$ cat src/rtl/core/hash_table_age_depth_replace_unit_macros.svh
// ----------------------------------------------------------------------------
// Assertion macros for the hash table replacement unit
// Concurrent checks that can be compiled out with ASSERT_OFF.
// ----------------------------------------------------------------------------
`ifndef HASH_TABLE_AGE_DEPTH_REPLACE_UNIT_MACROS_SVH
`define HASH_TABLE_AGE_DEPTH_REPLACE_UNIT_MACROS_SVH

`ifndef ASSERT_OFF
// A property that must hold at every clock edge outside reset.
`define HTADR_ASSERT(lbl, clk, rst_n, prop) \
	lbl: assert property (@(posedge clk) disable iff (!rst_n) prop) \
		else $error("hash table assertion failed");
// A condition that must never be true at a clock edge outside reset.
`define HTADR_NEVER(lbl, clk, rst_n, cond) \
	lbl: assert property (@(posedge clk) disable iff (!rst_n) !(cond)) \
		else $error("hash table forbidden condition seen");
`else
`define HTADR_ASSERT(lbl, clk, rst_n, prop)
`define HTADR_NEVER(lbl, clk, rst_n, cond)
`endif

`endif

$ cat src/rtl/core/htadr_pkg.sv
// ----------------------------------------------------------------------------
// Hash table replacement package
// Sizes, entry layout and shared types of the hash table unit.
// ----------------------------------------------------------------------------
package htadr_pkg;

	// The bucket count is a power of two, so the bucket is the low hash bits.
	localparam int BUCKET_COUNT = 1024;
	localparam int WAYS         = 3;
	localparam int BUCKET_BITS  = $clog2(BUCKET_COUNT);
	localparam int WAY_BITS     = (WAYS > 1) ? $clog2(WAYS) : 1;

	localparam int HASH_W  = 64;
	localparam int LOCK_W  = 32;
	localparam int MOVE_W  = 16;
	localparam int DEPTH_W = 8;
	localparam int AGE_W   = 6;
	localparam int BOUND_W = 2;
	localparam int ENTRY_W = LOCK_W + MOVE_W + DEPTH_W + AGE_W + BOUND_W;
	localparam int ROW_W   = WAYS * ENTRY_W;

	localparam int SCORE_SHIFT = 8;
	localparam int SCORE_W     = AGE_W + SCORE_SHIFT + 2;

	localparam int CFG_INDEX_W = 1;
	localparam int CFG_DATA_W  = 6;

	localparam logic [BOUND_W-1:0] EXACT_BOUND_RESET = 2'd3;

	typedef enum logic [CFG_INDEX_W-1:0] {
		CFG_CURRENT_AGE = 1'b0,
		CFG_EXACT_BOUND = 1'b1
	} cfg_reg_t;

	typedef enum logic {
		OP_LOOKUP = 1'b0,
		OP_STORE  = 1'b1
	} op_t;

	typedef enum logic [1:0] {
		ST_CLEAR,
		ST_IDLE,
		ST_LOOK
	} state_t;

	typedef struct packed {
		logic [LOCK_W-1:0]         lock;
		logic [MOVE_W-1:0]         move;
		logic signed [DEPTH_W-1:0] depth;
		logic [AGE_W-1:0]          age;
		logic [BOUND_W-1:0]        bound;
	} entry_t;

	typedef entry_t [WAYS-1:0] row_t;

	typedef struct packed {
		logic                      wr_en;
		row_t                      wr_row;
		logic                      hit;
		logic [MOVE_W-1:0]         move;
		logic signed [DEPTH_W-1:0] depth;
		logic [BOUND_W-1:0]        bound;
		logic [AGE_W-1:0]          age;
	} decision_t;

endpackage

$ cat src/rtl/core/htadr_pick.sv
// ----------------------------------------------------------------------------
// Hash table way selection
// Matches the lock against a bucket, picks the way to refresh or replace and
// builds the updated bucket and the result fields.
// ----------------------------------------------------------------------------
module htadr_pick (
	input  htadr_pkg::row_t                      rd_row,
	input  htadr_pkg::op_t                       op,
	input  logic [htadr_pkg::LOCK_W-1:0]         lock,
	input  logic [htadr_pkg::MOVE_W-1:0]         move_in,
	input  logic signed [htadr_pkg::DEPTH_W-1:0] depth_in,
	input  logic [htadr_pkg::BOUND_W-1:0]        bound_in,
	input  logic [htadr_pkg::AGE_W-1:0]          current_age,
	input  logic [htadr_pkg::BOUND_W-1:0]        exact_bound_code,
	output htadr_pkg::decision_t                 dec
);
	import htadr_pkg::*;

	logic                      found;
	logic [WAY_BITS-1:0]       fway;
	logic [WAY_BITS-1:0]       victim;
	logic signed [SCORE_W-1:0] score [WAYS];
	logic signed [SCORE_W-1:0] best;
	logic [AGE_W-1:0]          age_dist [WAYS];
	entry_t                    fresh;
	logic                      overwrite;

	always_comb begin
		found = 1'b0;
		fway  = '0;
		for (int w = 0; w < WAYS; w++) begin
			if (!found && rd_row[w].lock == lock) begin
				found = 1'b1;
				fway  = WAY_BITS'(w);
			end
		end
	end

	// Score is the age distance times 256 minus the stored depth.
	always_comb begin
		for (int w = 0; w < WAYS; w++) begin
			age_dist[w] = current_age - rd_row[w].age;
			score[w] = $signed({{(SCORE_W - AGE_W - SCORE_SHIFT){1'b0}}, age_dist[w],
				{SCORE_SHIFT{1'b0}}})
				- $signed({{(SCORE_W - DEPTH_W){rd_row[w].depth[DEPTH_W-1]}},
				rd_row[w].depth});
		end
	end

	always_comb begin
		best   = score[0];
		victim = '0;
		for (int w = 1; w < WAYS; w++) begin
			if (score[w] > best) begin
				best   = score[w];
				victim = WAY_BITS'(w);
			end
		end
	end

	assign fresh = '{lock: lock, move: move_in, depth: depth_in, age: current_age,
		bound: bound_in};
	assign overwrite = (bound_in == exact_bound_code) || (depth_in >= rd_row[fway].depth);

	always_comb begin
		dec        = '0;
		dec.wr_row = rd_row;
		if (op == OP_LOOKUP) begin
			if (found) begin
				dec.wr_en              = 1'b1;
				dec.wr_row[fway].age   = current_age;
				dec.hit                = 1'b1;
				dec.move               = rd_row[fway].move;
				dec.depth              = rd_row[fway].depth;
				dec.bound              = rd_row[fway].bound;
				dec.age                = current_age;
			end
		end else if (found) begin
			if (overwrite) begin
				dec.wr_en        = 1'b1;
				dec.wr_row[fway] = fresh;
				dec.hit          = 1'b1;
			end
		end else begin
			dec.wr_en          = 1'b1;
			dec.wr_row[victim] = fresh;
			dec.hit            = 1'b1;
		end
	end

endmodule

$ cat config.mk
export PLATFORM = sky130hd
export DESIGN_NAME = htadr_pick
export DESIGN_NICKNAME = d
export VERILOG_FILES = /design/src/rtl/core/hash_table_age_depth_replace_unit_macros.svh /design/src/rtl/core/htadr_pkg.sv /design/src/rtl/core/htadr_pick.sv
export SDC_FILE = /design/constraint.sdc
export NUM_CORES = 1
export LEC_CHECK = 0
export BUFFER_PORTS_ARGS = -buffer_cell sky130_fd_sc_hd__buf_2
export CORE_AREA = 2 2 191 193
export DETAILED_ROUTE_END_ITERATION = 8
export DIE_AREA = 0 0 193 195
export MAX_ROUTING_LAYER = met4
export PLACE_DENSITY = 0.67
export SYNTH_ARGS = -nofsm -noshare
export SYNTH_HDL_FRONTEND = slang
export SYNTH_SLANG_ARGS = --single-unit
export TNS_END_PERCENT = 100
$ cat constraint.sdc
create_clock -name vclk -period 11.1
set_input_delay 1.665 -clock vclk [all_inputs]
set_output_delay 1.665 -clock vclk [all_outputs]
set_load 0.01 [all_outputs]
==> results.toml <==
[timing]
hold_violations = 0
tightest_slew_ps = 1040
setup_tns_ps = 0
fin_crit_ps = 10470
finalSetupViolCount = 0
finalMaxSlewViolations = 0
slew_headroom = 0.303
fmax_ghz = 0.0955
grt_setup_unrepaired = "false"
period_share = 0.944

[drt]
drc = 0
wl_um = 56600
wl_met2_um = 26600
dr.first_iter.drc_count = 1755
num_vias = 15400
wl_met3_um = 4820
via_per_inst = 6.33
wl_per_cell_um = 23.2
drtAntennaViolNets = 0
highest_layer = "met4"
drt-met1-wl_um = 23200
drt_first_pass_iters = 6

[pwr]
ir_drop_mv = 0.147
leakage_uw = 0.00597
power.total_uw = 3110
p_per_area_nw_per_um2 = 225

[outcome]
status = "finished, final reports clean"

[synth]
synth.distinct_cells = 60
synth-xor-area-share = 0.122
synth_top_family_by_area = "compound AO/OA/AOI/OAI gates"
synth_top_cell_by_area = "xnor2_1"
synth_top_area_share = 0.0942
yosys.area_share.simple = 0.288
synth_adder_area_share = 0.0973
synth_cells = 1629
synth_compound_area_frac = 0.292
synth-seq-area-share = 0
synth_nets = 1973
post-synth-top-count-cell = "clkbuf_1"
synth_warnings = 0
syn_area_per_cell_um2 = 6.85
synth.area.top_cells = "xnor2_1 9.4%, ha_1 9.2%, o211ai_1 8.0%"
synth_area_um2 = 11200
synthMuxAreaShare = 0.102
synthTopCellsByCount = "142 x clkbuf_1, 121 x nand3_1, 120 x xnor2_1, 119 x o211ai_1, 119 x or4_1"

[layout]
final-instance-count-excl-fill = 2436
nClkBuffers = 0
design.seq.count = 0
area_growth_pct = 23.9
drive_above_1_share = 0.311
finalNetCount = 2309
regArea_um2 = 0

[global_route]
antenna_found_initial = 10
grt_usage = 0.286
grt-ovfl-total = 0
grt_pass1_wl_um = 83300
grt_max_degree = 96
grt_pass1_vias = 13900

[placed_design]
place.gp.congestion = 1.06
port_buffers = 485
dp_cells = 2423
dp_hpwl_um = 42000

[die]
coreArea_um2 = 35400
die_y_um = 195
initial_core_util = 0.315
pin_count = 485
die_w_um = 193
fp.dieArea_um2 = 37600
rows = 69

[setup_path]
critPathArrivalTime_ps = 8810
cp.required_ps = 9440
cp-end-kind = "output port"
cp_slowest_stage_delay_ps = 490
critPathLaunch = "current_age[0]"
slowest_stage = "or4_1"
crit_path_max_fanout = 40
path_class = "input port to output port"
crit_path_start_kind = "input port"
worst_path_most_repeated_cell = "ha_1"

[worst_hold_path]
holdCritPathClass = "input port to output port"
holdCritStartpoint = "rd_row[67]"

[job]
maxCapViolCount = 0
worst max-delay path: cells and delay by family:
kind	cells	cell delay, ps
adder cells (fa/ha/maj)	5	1400
buffers and inverters	6	790
XOR/XNOR	2	350
AND/OR/NAND/NOR	7	2070
AO/OA/AOI/OAI	11	2510
layout by cell type (no fill, tap or decap), types with 67 or more instances in the layout:
cell type / count
o211ai_1: 119
nand2_1: 74
or4_1: 119
inv_1: 100
nand3_1: 119
xnor2_1: 120
nor4_1: 67
ha_1: 82
a21oi_1: 104
buf_2: 484
through the flow:
step / hold WS, ps / setup slack, ps / utilization / area (µm²)
detailed placement: 3650 / 440 / 0.389 / 13800
floorplan: 3460 / 1200 / - / 11200
CTS: 3650 / 424 / 0.389 / 13800
global route: 3670 / 173 / 0.391 / 13800
finish: 3650 / 627 / 0.391 / 13800
global placement: 3650 / 649 / 0.389 / 13800
final cells by class:
cell class	instances	area, µm²
Fill cell	3832	21600
Multi-Input combinational cell	1351	10100
Timing Repair Buffer	512	2700
Tap cell	461	577
Inverter	100	375
Antenna cell	12	30.0
cell families (layout without fill, tap and decap cells):
kind of cell | Yosys count | in the layout
AND/OR/NAND/NOR | 566 | 567
AO/OA/AOI/OAI | 444 | 444
buffers and inverters | 279 | 612
XOR/XNOR | 155 | 155
multiplexers | 100 | 100
adder cells (fa/ha/maj) | 85 | 85
other | 0 | 12
worst paths after layout:
check	end	slack, ps	depth (start not counted)
setup / recovery	dec[138]	630	31
hold / removal	dec[100]	3650	3
power by group:
| part | total, µW | switching, µW | internal, µW |
|---|---|---|---|
| Combinational | 3110 | 1910 | 1200 |
| Clock | 0.000145 | 0 | 0.000145 |
| Sequential | 0 | 0 | 0 |
metal layers:
layer / track usage / up-vias
li1: - / 7002
met2: 0.464 / 959
met4: 0.0881 / 0
met1: 0.377 / 7346
met3: 0.0210 / 125
met5: - / -
repair_timing:
| action | in CTS | in global routing |
|---|---|---|
| hold buffers | 0 | 0 |
| setup endpoints to repair | 0 | 145 |
| setup buffers | 0 | 0 |
| resized for setup | 0 | 3 |
No activity file was read; power rests on OpenSTA's default activity.
